File: src/hdl/cli_pkg.sv
// Shared types and constants for the core-local interruptor.
// Holds the input/result word structs, command and decode codes.
// No dependencies.
package cli_pkg;

  // Commands carried in the input word
  localparam logic [1:0] CMD_TICK  = 2'd0;
  localparam logic [1:0] CMD_READ  = 2'd1;
  localparam logic [1:0] CMD_WRITE = 2'd2;
  localparam logic [1:0] CMD_SUPER = 2'd3;

  // Decoded target of an item
  localparam logic [2:0] KIND_NONE  = 3'd0;
  localparam logic [2:0] KIND_SOFT  = 3'd1;
  localparam logic [2:0] KIND_MCMP  = 3'd2;
  localparam logic [2:0] KIND_TIME  = 3'd3;
  localparam logic [2:0] KIND_SUPER = 3'd4;

  localparam int          TIMER_REGION_BYTES = 32768;
  localparam logic [63:0] TIME_OFFSET        = 64'h7FF8;
  localparam logic [63:0] RESET_BASE         = 64'h0200_0000;
  localparam int          OUT_BITS           = 4;
  localparam int          HART_IDX_W         = 6;

  typedef struct packed {
    logic [1:0]  cmd;
    logic [63:0] address;
    logic [63:0] write_data;
    logic [1:0]  hart_select;
  } in_word_t;

  typedef struct packed {
    logic [63:0]         read_data;
    logic [OUT_BITS-1:0] soft_irq_bits;
    logic [OUT_BITS-1:0] machine_timer_irq_bits;
    logic [OUT_BITS-1:0] super_timer_irq_bits;
    logic [63:0]         time_value;
  } out_word_t;

  // Item after address decode
  typedef struct packed {
    logic [1:0]            cmd;
    logic [2:0]            kind;
    logic [HART_IDX_W-1:0] hart;
    logic [63:0]           write_data;
  } dec_t;

endpackage

File: src/hdl/cli_decode.sv
// Address decoder: maps an input word onto a target register and hart.
// Depends on cli_pkg.
module cli_decode #(
  parameter int HARTS             = 4,
  parameter int SOFT_REGION_BYTES = 16384
) (
  input  cli_pkg::in_word_t in_word,
  input  logic [63:0]       base,
  output cli_pkg::dec_t     dec
);
  import cli_pkg::*;

  logic [63:0] off;
  logic [63:0] toff;
  logic        in_soft;
  logic        in_timer;

  // Offset into the device region, wrapping
  assign off      = in_word.address - base;
  assign toff     = off - 64'(SOFT_REGION_BYTES);
  assign in_soft  = off < 64'(SOFT_REGION_BYTES);
  assign in_timer = !in_soft && (off < 64'(SOFT_REGION_BYTES + TIMER_REGION_BYTES));

  // Pick target; out-of-range harts decode as nothing
  always_comb begin
    dec.cmd        = in_word.cmd;
    dec.write_data = in_word.write_data;
    dec.kind       = KIND_NONE;
    dec.hart       = '0;
    case (in_word.cmd)
      CMD_READ, CMD_WRITE: begin
        if (in_soft) begin
          dec.hart = off[2 +: HART_IDX_W];
          if (off[63:2] < 62'(HARTS)) dec.kind = KIND_SOFT;
        end else if (in_timer) begin
          dec.hart = toff[3 +: HART_IDX_W];
          if (toff == TIME_OFFSET) begin
            dec.kind = KIND_TIME;
          end else if (toff[63:3] < 61'(HARTS)) begin
            dec.kind = KIND_MCMP;
          end
        end
      end
      CMD_SUPER: begin
        dec.hart = HART_IDX_W'(in_word.hart_select);
        if (8'(in_word.hart_select) < 8'(HARTS)) dec.kind = KIND_SUPER;
      end
      default: ;
    endcase
  end

endmodule

File: src/hdl/cli_core.sv
// Interruptor state: time counter, per-hart soft bits and compares.
// Applies one decoded item per fire and forms the result word.
// Depends on cli_pkg.
module cli_core #(
  parameter int HARTS = 4
) (
  input  logic               clk,
  input  logic               rst_n,
  input  logic               fire,
  input  cli_pkg::dec_t      dec,
  output cli_pkg::out_word_t res
);
  import cli_pkg::*;

  localparam int HW = (HARTS > 1) ? $clog2(HARTS) : 1;

  logic [63:0]      time_r, time_nxt;
  logic [HARTS-1:0] soft_r, soft_nxt;
  logic [63:0]      mcmp_r [HARTS];
  logic [63:0]      mcmp_nxt [HARTS];
  logic [63:0]      scmp_r [HARTS];
  logic [63:0]      scmp_nxt [HARTS];
  logic [63:0]      rdata;
  logic [HW-1:0]    idx;

  assign idx = dec.hart[HW-1:0];

  // Apply the item to the state and pick read data
  always_comb begin
    time_nxt = time_r;
    soft_nxt = soft_r;
    mcmp_nxt = mcmp_r;
    scmp_nxt = scmp_r;
    rdata    = '0;
    case (dec.cmd)
      CMD_TICK: time_nxt = time_r + 64'd1;
      CMD_READ: begin
        case (dec.kind)
          KIND_SOFT: rdata = {63'd0, soft_r[idx]};
          KIND_MCMP: rdata = mcmp_r[idx];
          KIND_TIME: rdata = time_r;
          default:   rdata = '0;
        endcase
      end
      CMD_WRITE: begin
        case (dec.kind)
          KIND_SOFT: soft_nxt[idx] = dec.write_data[0];
          KIND_MCMP: mcmp_nxt[idx] = dec.write_data;
          KIND_TIME: time_nxt      = dec.write_data;
          default:   ;
        endcase
      end
      CMD_SUPER: begin
        if (dec.kind == KIND_SUPER) scmp_nxt[idx] = dec.write_data;
      end
      default: ;
    endcase
  end

  // Commit on fire
  always_ff @(posedge clk) begin
    if (!rst_n) begin
      time_r <= '0;
      soft_r <= '0;
      for (int h = 0; h < HARTS; h++) begin
        mcmp_r[h] <= '0;
        scmp_r[h] <= '1;
      end
    end else if (fire) begin
      time_r <= time_nxt;
      soft_r <= soft_nxt;
      mcmp_r <= mcmp_nxt;
      scmp_r <= scmp_nxt;
    end
  end

  // Pending bits from the updated state; absent harts read as zero
  logic [OUT_BITS-1:0] sbits, mbits, tbits;

  for (genvar h = 0; h < OUT_BITS; h++) begin : g_irq
    if (h < HARTS) begin : g_hart
      assign sbits[h] = soft_nxt[h];
      assign mbits[h] = time_nxt >= mcmp_nxt[h];
      assign tbits[h] = (scmp_nxt[h] != '1) && (time_nxt >= scmp_nxt[h]);
    end else begin : g_none
      assign sbits[h] = 1'b0;
      assign mbits[h] = 1'b0;
      assign tbits[h] = 1'b0;
    end
  end

  always_comb begin
    res.read_data              = rdata;
    res.soft_irq_bits          = sbits;
    res.machine_timer_irq_bits = mbits;
    res.super_timer_irq_bits   = tbits;
    res.time_value             = time_nxt;
  end

endmodule

File: src/hdl/core_local_interruptor.sv
// Core-local interruptor top level: input register, state core, result register.
// Depends on cli_pkg, cli_decode and cli_core.
//
//   port group | direction | handshake        | word
//   in_        | in        | in_valid/ready   | cli_pkg::in_word_t
//   out_       | out       | out_valid/ready  | cli_pkg::out_word_t
//   cfg_       | in        | cfg_we           | 64-bit base address
//
// One word per cycle sustained while out_ready stays high; an accepted word is
// registered in the input stage, then in the result stage, where out_valid rises.
// Both the wide offset compare (decode) and the 64-bit compares against the
// updated time set the per-stage delay.
// rst_n clears both stage valids and the state; base address resets to 0x0200_0000.
// A stalled result holds the input stage; in_ready drops only when both are full.
module core_local_interruptor #(
  parameter int HARTS             = 4,
  parameter int SOFT_REGION_BYTES = 16384
) (
  input  logic               clk,
  input  logic               rst_n,
  input  logic               in_valid,
  output logic               in_ready,
  input  cli_pkg::in_word_t  in_word,
  output logic               out_valid,
  input  logic               out_ready,
  output cli_pkg::out_word_t out_word,
  input  logic               cfg_we,
  input  logic [63:0]        cfg_wdata
);
  import cli_pkg::*;

  logic [63:0] base_addr_r;
  logic        s1_valid_r;
  dec_t        dec_r;
  dec_t        dec_in;
  logic        out_valid_r;
  out_word_t   out_word_r;
  out_word_t   res;
  logic        out_free;
  logic        fire;

  assign out_free  = !out_valid_r || out_ready;
  assign fire      = s1_valid_r && out_free;
  assign in_ready  = !s1_valid_r || out_free;
  assign out_valid = out_valid_r;
  assign out_word  = out_word_r;

  // Hold the base address
  always_ff @(posedge clk) begin
    if (!rst_n) begin
      base_addr_r <= RESET_BASE;
    end else if (cfg_we) begin
      base_addr_r <= cfg_wdata;
    end
  end

  cli_decode #(
    .HARTS             (HARTS),
    .SOFT_REGION_BYTES (SOFT_REGION_BYTES)
  ) u_decode (
    .in_word (in_word),
    .base    (base_addr_r),
    .dec     (dec_in)
  );

  // Input stage: capture the decoded word
  always_ff @(posedge clk) begin
    if (!rst_n) begin
      s1_valid_r <= 1'b0;
    end else if (in_ready) begin
      s1_valid_r <= in_valid;
    end
  end

  always_ff @(posedge clk) begin
    if (in_valid && in_ready) dec_r <= dec_in;
  end

  cli_core #(
    .HARTS (HARTS)
  ) u_core (
    .clk   (clk),
    .rst_n (rst_n),
    .fire  (fire),
    .dec   (dec_r),
    .res   (res)
  );

  // Result stage: advance when free
  always_ff @(posedge clk) begin
    if (!rst_n) begin
      out_valid_r <= 1'b0;
    end else if (out_free) begin
      out_valid_r <= fire;
    end
  end

  always_ff @(posedge clk) begin
    if (fire) out_word_r <= res;
  end

endmodule

File: config.mk
export PLATFORM = sky130hd
export DESIGN_NAME = core_local_interruptor
export DESIGN_NICKNAME = d
export VERILOG_FILES = /design/src/hdl/cli_pkg.sv /design/src/hdl/cli_decode.sv /design/src/hdl/cli_core.sv /design/src/hdl/core_local_interruptor.sv
export SDC_FILE = /design/constraint.sdc
export NUM_CORES = 2
export LEC_CHECK = 0
export BUFFER_PORTS_ARGS = -buffer_cell sky130_fd_sc_hd__buf_2
export CAP_MARGIN = 15
export CELL_PAD_IN_SITES_DETAIL_PLACEMENT = 1
export CELL_PAD_IN_SITES_GLOBAL_PLACEMENT = 2
export CORE_MARGIN = 3
export CORE_UTILIZATION = 29
export CTS_CLUSTER_DIAMETER = 120
export DETAILED_ROUTE_END_ITERATION = 8
export PLACE_DENSITY = 0.69
export SLEW_MARGIN = 15
export SYNTH_ARGS = -nofsm -noshare
export SYNTH_HDL_FRONTEND = slang
export SYNTH_HIERARCHICAL = 1
export SYNTH_SLANG_ARGS = --single-unit
export TNS_END_PERCENT = 30
File: constraint.sdc
create_clock -name clk -period 12.4 [get_ports clk]
set_clock_uncertainty 0.15 [all_clocks]
set_input_delay 2.48 -clock clk [delete_from_list [all_inputs] [get_ports clk]]
set_output_delay 2.48 -clock clk [all_outputs]
set_load 0.02 [all_outputs]
==> impl_metrics.prom <==
# TYPE chip_impl_metric gauge
chip_impl_metric{name="cts_repair_resize_count",unit=""} 0
chip_impl_metric{name="cts_buffers",unit=""} 109
chip_impl_metric{name="syn_avg_cell_area",unit="µm²"} 8.90
chip_impl_info{name="whs_endpoint",value="u_core/scmp_r[174]$_SDFFE_PN1P_"} 1
chip_impl_metric{name="postSynthCellCount",unit=""} 6371
chip_impl_metric{name="final_area",unit="µm²"} 64500
chip_impl_metric{name="pin_count_of_the_biggest_net_entering_global_routing",unit=""} 206
chip_impl_metric{name="postPlaceCellArea",unit="µm²"} 60700
chip_impl_metric{name="nNetsFinal",unit=""} 7217
chip_impl_metric{name="design.die.area",unit="µm²"} 201000
chip_impl_metric{name="timing.slew.headroom",unit="%"} 12.4
chip_impl_metric{name="static-leakage-power",unit="nW"} 25.0
chip_impl_metric{name="cts_setup_buffers",unit=""} 0
chip_impl_metric{name="timing.setup.tns",unit="ps"} 0
chip_impl_metric{name="layout-drive-gt1-share",unit="%"} 12.9
chip_impl_info{name="reg_to_reg_critical_path_endpoint",value="out_word[67]$_DFFE_PP_"} 1
chip_impl_metric{name="post-place-cells",unit=""} 8891
chip_impl_metric{name="dp.final_hpwl",unit="mm"} 192
chip_impl_metric{name="crit_path_max_fanout",unit=""} 47
chip_impl_info{name="hold_crit_start",value="u_core/scmp_r[174]$_SDFFE_PN1P_"} 1
chip_impl_metric{name="vias",unit=""} 52104
chip_impl_metric{name="maxSlewViolCount",unit=""} 0
chip_impl_metric{name="pin_count",unit=""} 343
chip_impl_info{name="cts_tree",value="done"} 1
chip_impl_metric{name="port_buffers",unit=""} 342
chip_impl_metric{name="finish.cell_count_without_fillers",unit=""} 9107
chip_impl_metric{name="drt_iter0_drc",unit=""} 4356
chip_impl_metric{name="clock.fmax",unit="MHz"} 131
chip_impl_metric{name="yosysWarnings",unit=""} 6
chip_impl_info{name="timing.critical_path.from_type",value="flip-flop"} 1
chip_impl_metric{name="routed_wire_length",unit="mm"} 264
chip_impl_info{name="path_class",value="reg -> reg"} 1
chip_impl_metric{name="fp.coreArea",unit="µm²"} 193000
chip_impl_info{name="rsz0062_at_grt",value="false"} 1
chip_impl_metric{name="min_period",unit="ps"} 7660
chip_impl_info{name="ctsRootBufferMaster",value="sky130_fd_sc_hd__clkbuf_16"} 1
chip_impl_metric{name="worst_ir_drop_vdd",unit="mV"} 0.131
chip_impl_info{name="final_common_cell",value="sky130_fd_sc_hd__nand2_1"} 1
chip_impl_metric{name="power_density",unit="nW/µm²"} 124
chip_impl_metric{name="first_pass_iters",unit=""} 5
chip_impl_metric{name="drv_cap",unit=""} 0
chip_impl_metric{name="gpl.final_weighted_congestion",unit=""} 0.901
chip_impl_metric{name="clock_insertion_delay_worst_skew",unit="ps"} 770
chip_impl_metric{name="die-width",unit="µm"} 448
chip_impl_metric{name="numClockSinks",unit=""} 857
chip_impl_metric{name="maximum_number_of_buffers_from_clock_root_to_sink",unit=""} 3
chip_impl_info{name="run_status",value="complete, no violations"} 1
chip_impl_info{name="regToRegStartpoint",value="dec_r[73]$_DFFE_PP_"} 1
chip_impl_metric{name="effective_utilization_at_floorplan",unit="%"} 29.3
chip_impl_metric{name="ff2ff_path_depth",unit=""} 14
chip_impl_metric{name="timing.critical_path.required",unit="ps"} 12780
chip_impl_metric{name="final-hold-violation-count",unit=""} 0
chip_impl_metric{name="grt_pass1_vias",unit=""} 52039
chip_impl_info{name="worstSetupEndpointType",value="flip-flop"} 1
chip_impl_metric{name="hold-path-cell-count",unit=""} 2
chip_impl_metric{name="drcViolationCount",unit=""} 0
chip_impl_metric{name="max_slew.worst_pin.slew",unit="ps"} 1280
chip_impl_metric{name="postRouteAntennaNets",unit=""} 0
chip_impl_metric{name="antenna_violations_before_repair",unit=""} 24
chip_impl_metric{name="route.detailed.vias_per_inst",unit=""} 5.72
chip_impl_info{name="most_frequent_cells_in_the_layout",value="744 x sky130_fd_sc_hd__nand2_1, 646 x sky130_fd_sc_hd__dfxtp_1, 640 x sky130_fd_sc_hd__mux2i_1"} 1
chip_impl_metric{name="routedWlPerCell",unit="µm"} 29.0
chip_impl_metric{name="area_delta_synth_final",unit="%"} 13.9
chip_impl_metric{name="timing.final.crit_share",unit="%"} 61.8
chip_impl_metric{name="grt_remaining_overflow",unit=""} 0
chip_impl_metric{name="cp_data_arrival_time",unit="ps"} 8040
chip_impl_metric{name="register_to_register_setup_slack",unit="ps"} 4740
chip_impl_metric{name="hold_ws",unit="ps"} 329
chip_impl_metric{name="h_tree_levels",unit=""} 3
chip_impl_info{name="crit_start",value="dec_r[73]$_DFFE_PP_"} 1
chip_impl_metric{name="timing.final.setup_violations",unit=""} 0
chip_impl_metric{name="first_pass_grt_wire_length",unit="mm"} 378
chip_impl_info{name="timing.hold.worst.class",value="reg -> reg"} 1
chip_impl_metric{name="postSynthNetCount",unit=""} 7111
chip_impl_metric{name="globalRouteTotalUtil",unit="%"} 25.6
chip_impl_metric{name="total_power",unit="mW"} 8.01
chip_impl_metric{name="clkSlewWorstSetupHoldPaths",unit="ps"} 60
chip_impl_metric{name="floorplan.die.height",unit="µm"} 448
chip_impl_metric{name="syn-cell-area",unit="µm²"} 56700
chip_impl_metric{name="num_rows",unit=""} 161
chip_impl_metric{name="holdBufCountCts",unit=""} 0
-- worst max-delay path by stage --
stage,to,cells past startpoint
final,out_word[67]$_DFFE_PP_,14
after global routing,out_word[67]$_DFFE_PP_,14
after CTS,out_word[67]$_DFFE_PP_,14
after detailed placement,dec_r[70]$_DFFE_PP_,15
after global placement,dec_r[64]$_DFFE_PP_,15
after floorplan,u_core/time_r[18]$_SDFFE_PN0P_,9
-- per-stage QoR --
stage / util [%] / worst slack (ps)
3_3_place_gp: 31.4 / 4850
3_5_place_dp: 31.4 / 5020
4_1_cts: 33.4 / 5110
6_report: 33.4 / 4740
5_1_grt: 33.4 / 4740
2_1_floorplan: - / 1390
-- registers in the layout, indices dropped and copies added, names as in the netlist --
signal and count:
u_core/mcmp_r 256, u_core/scmp_r 256, out_word 140, dec_r 71
base_addr_r 64, u_core/time_r 64, u_core/soft_r 4, out_valid 1
s1_valid_r 1
-- layout make-up --
type	instances	area, µm²
clock buffer	136	2940
timing repair buffer	516	3090
fill	22321	129000
inverter	116	443
sequential	857	19300
antenna	9	22.5
multi-input combinational	4877	34800
clock inverter	70	847
tap	2526	3160
-- layer usage --
metal / vias to the layer above / track usage (%) / part of all wire (%)
li1: 23668 / - / -
met1: 26357 / 35.7 / 46
met2: 1665 / 39.5 / 44
met3: 398 / 4.41 / 6.4
met4: 16 / 9.11 / 3.7
met5: - / 0 / 0.041
-- worst max-delay path: stages (launching register included) --
cell and delay [ps]:
sky130_fd_sc_hd__edfxtp_1 510, sky130_fd_sc_hd__buf_4 540, sky130_fd_sc_hd__nand4_1 560, sky130_fd_sc_hd__nor2_4 930, sky130_fd_sc_hd__buf_4 820, sky130_fd_sc_hd__mux2i_1 800, sky130_fd_sc_hd__ha_1 300, sky130_fd_sc_hd__nor2_1 60
sky130_fd_sc_hd__o41a_1 430, sky130_fd_sc_hd__o21ai_0 680, sky130_fd_sc_hd__a2111oi_0 180, sky130_fd_sc_hd__nor4_1 700, sky130_fd_sc_hd__o21ai_1 210, sky130_fd_sc_hd__a21o_1 200, sky130_fd_sc_hd__o211ai_1 190
-- power breakdown --
group / switching, mW / internal [mW] / total [mW]
clock: 1.41 / 2.05 / 3.46
sequential: 0.0905 / 2.98 / 3.07
combinational: 1.00 / 0.479 / 1.48
Power figures use the tool's default switching activity.
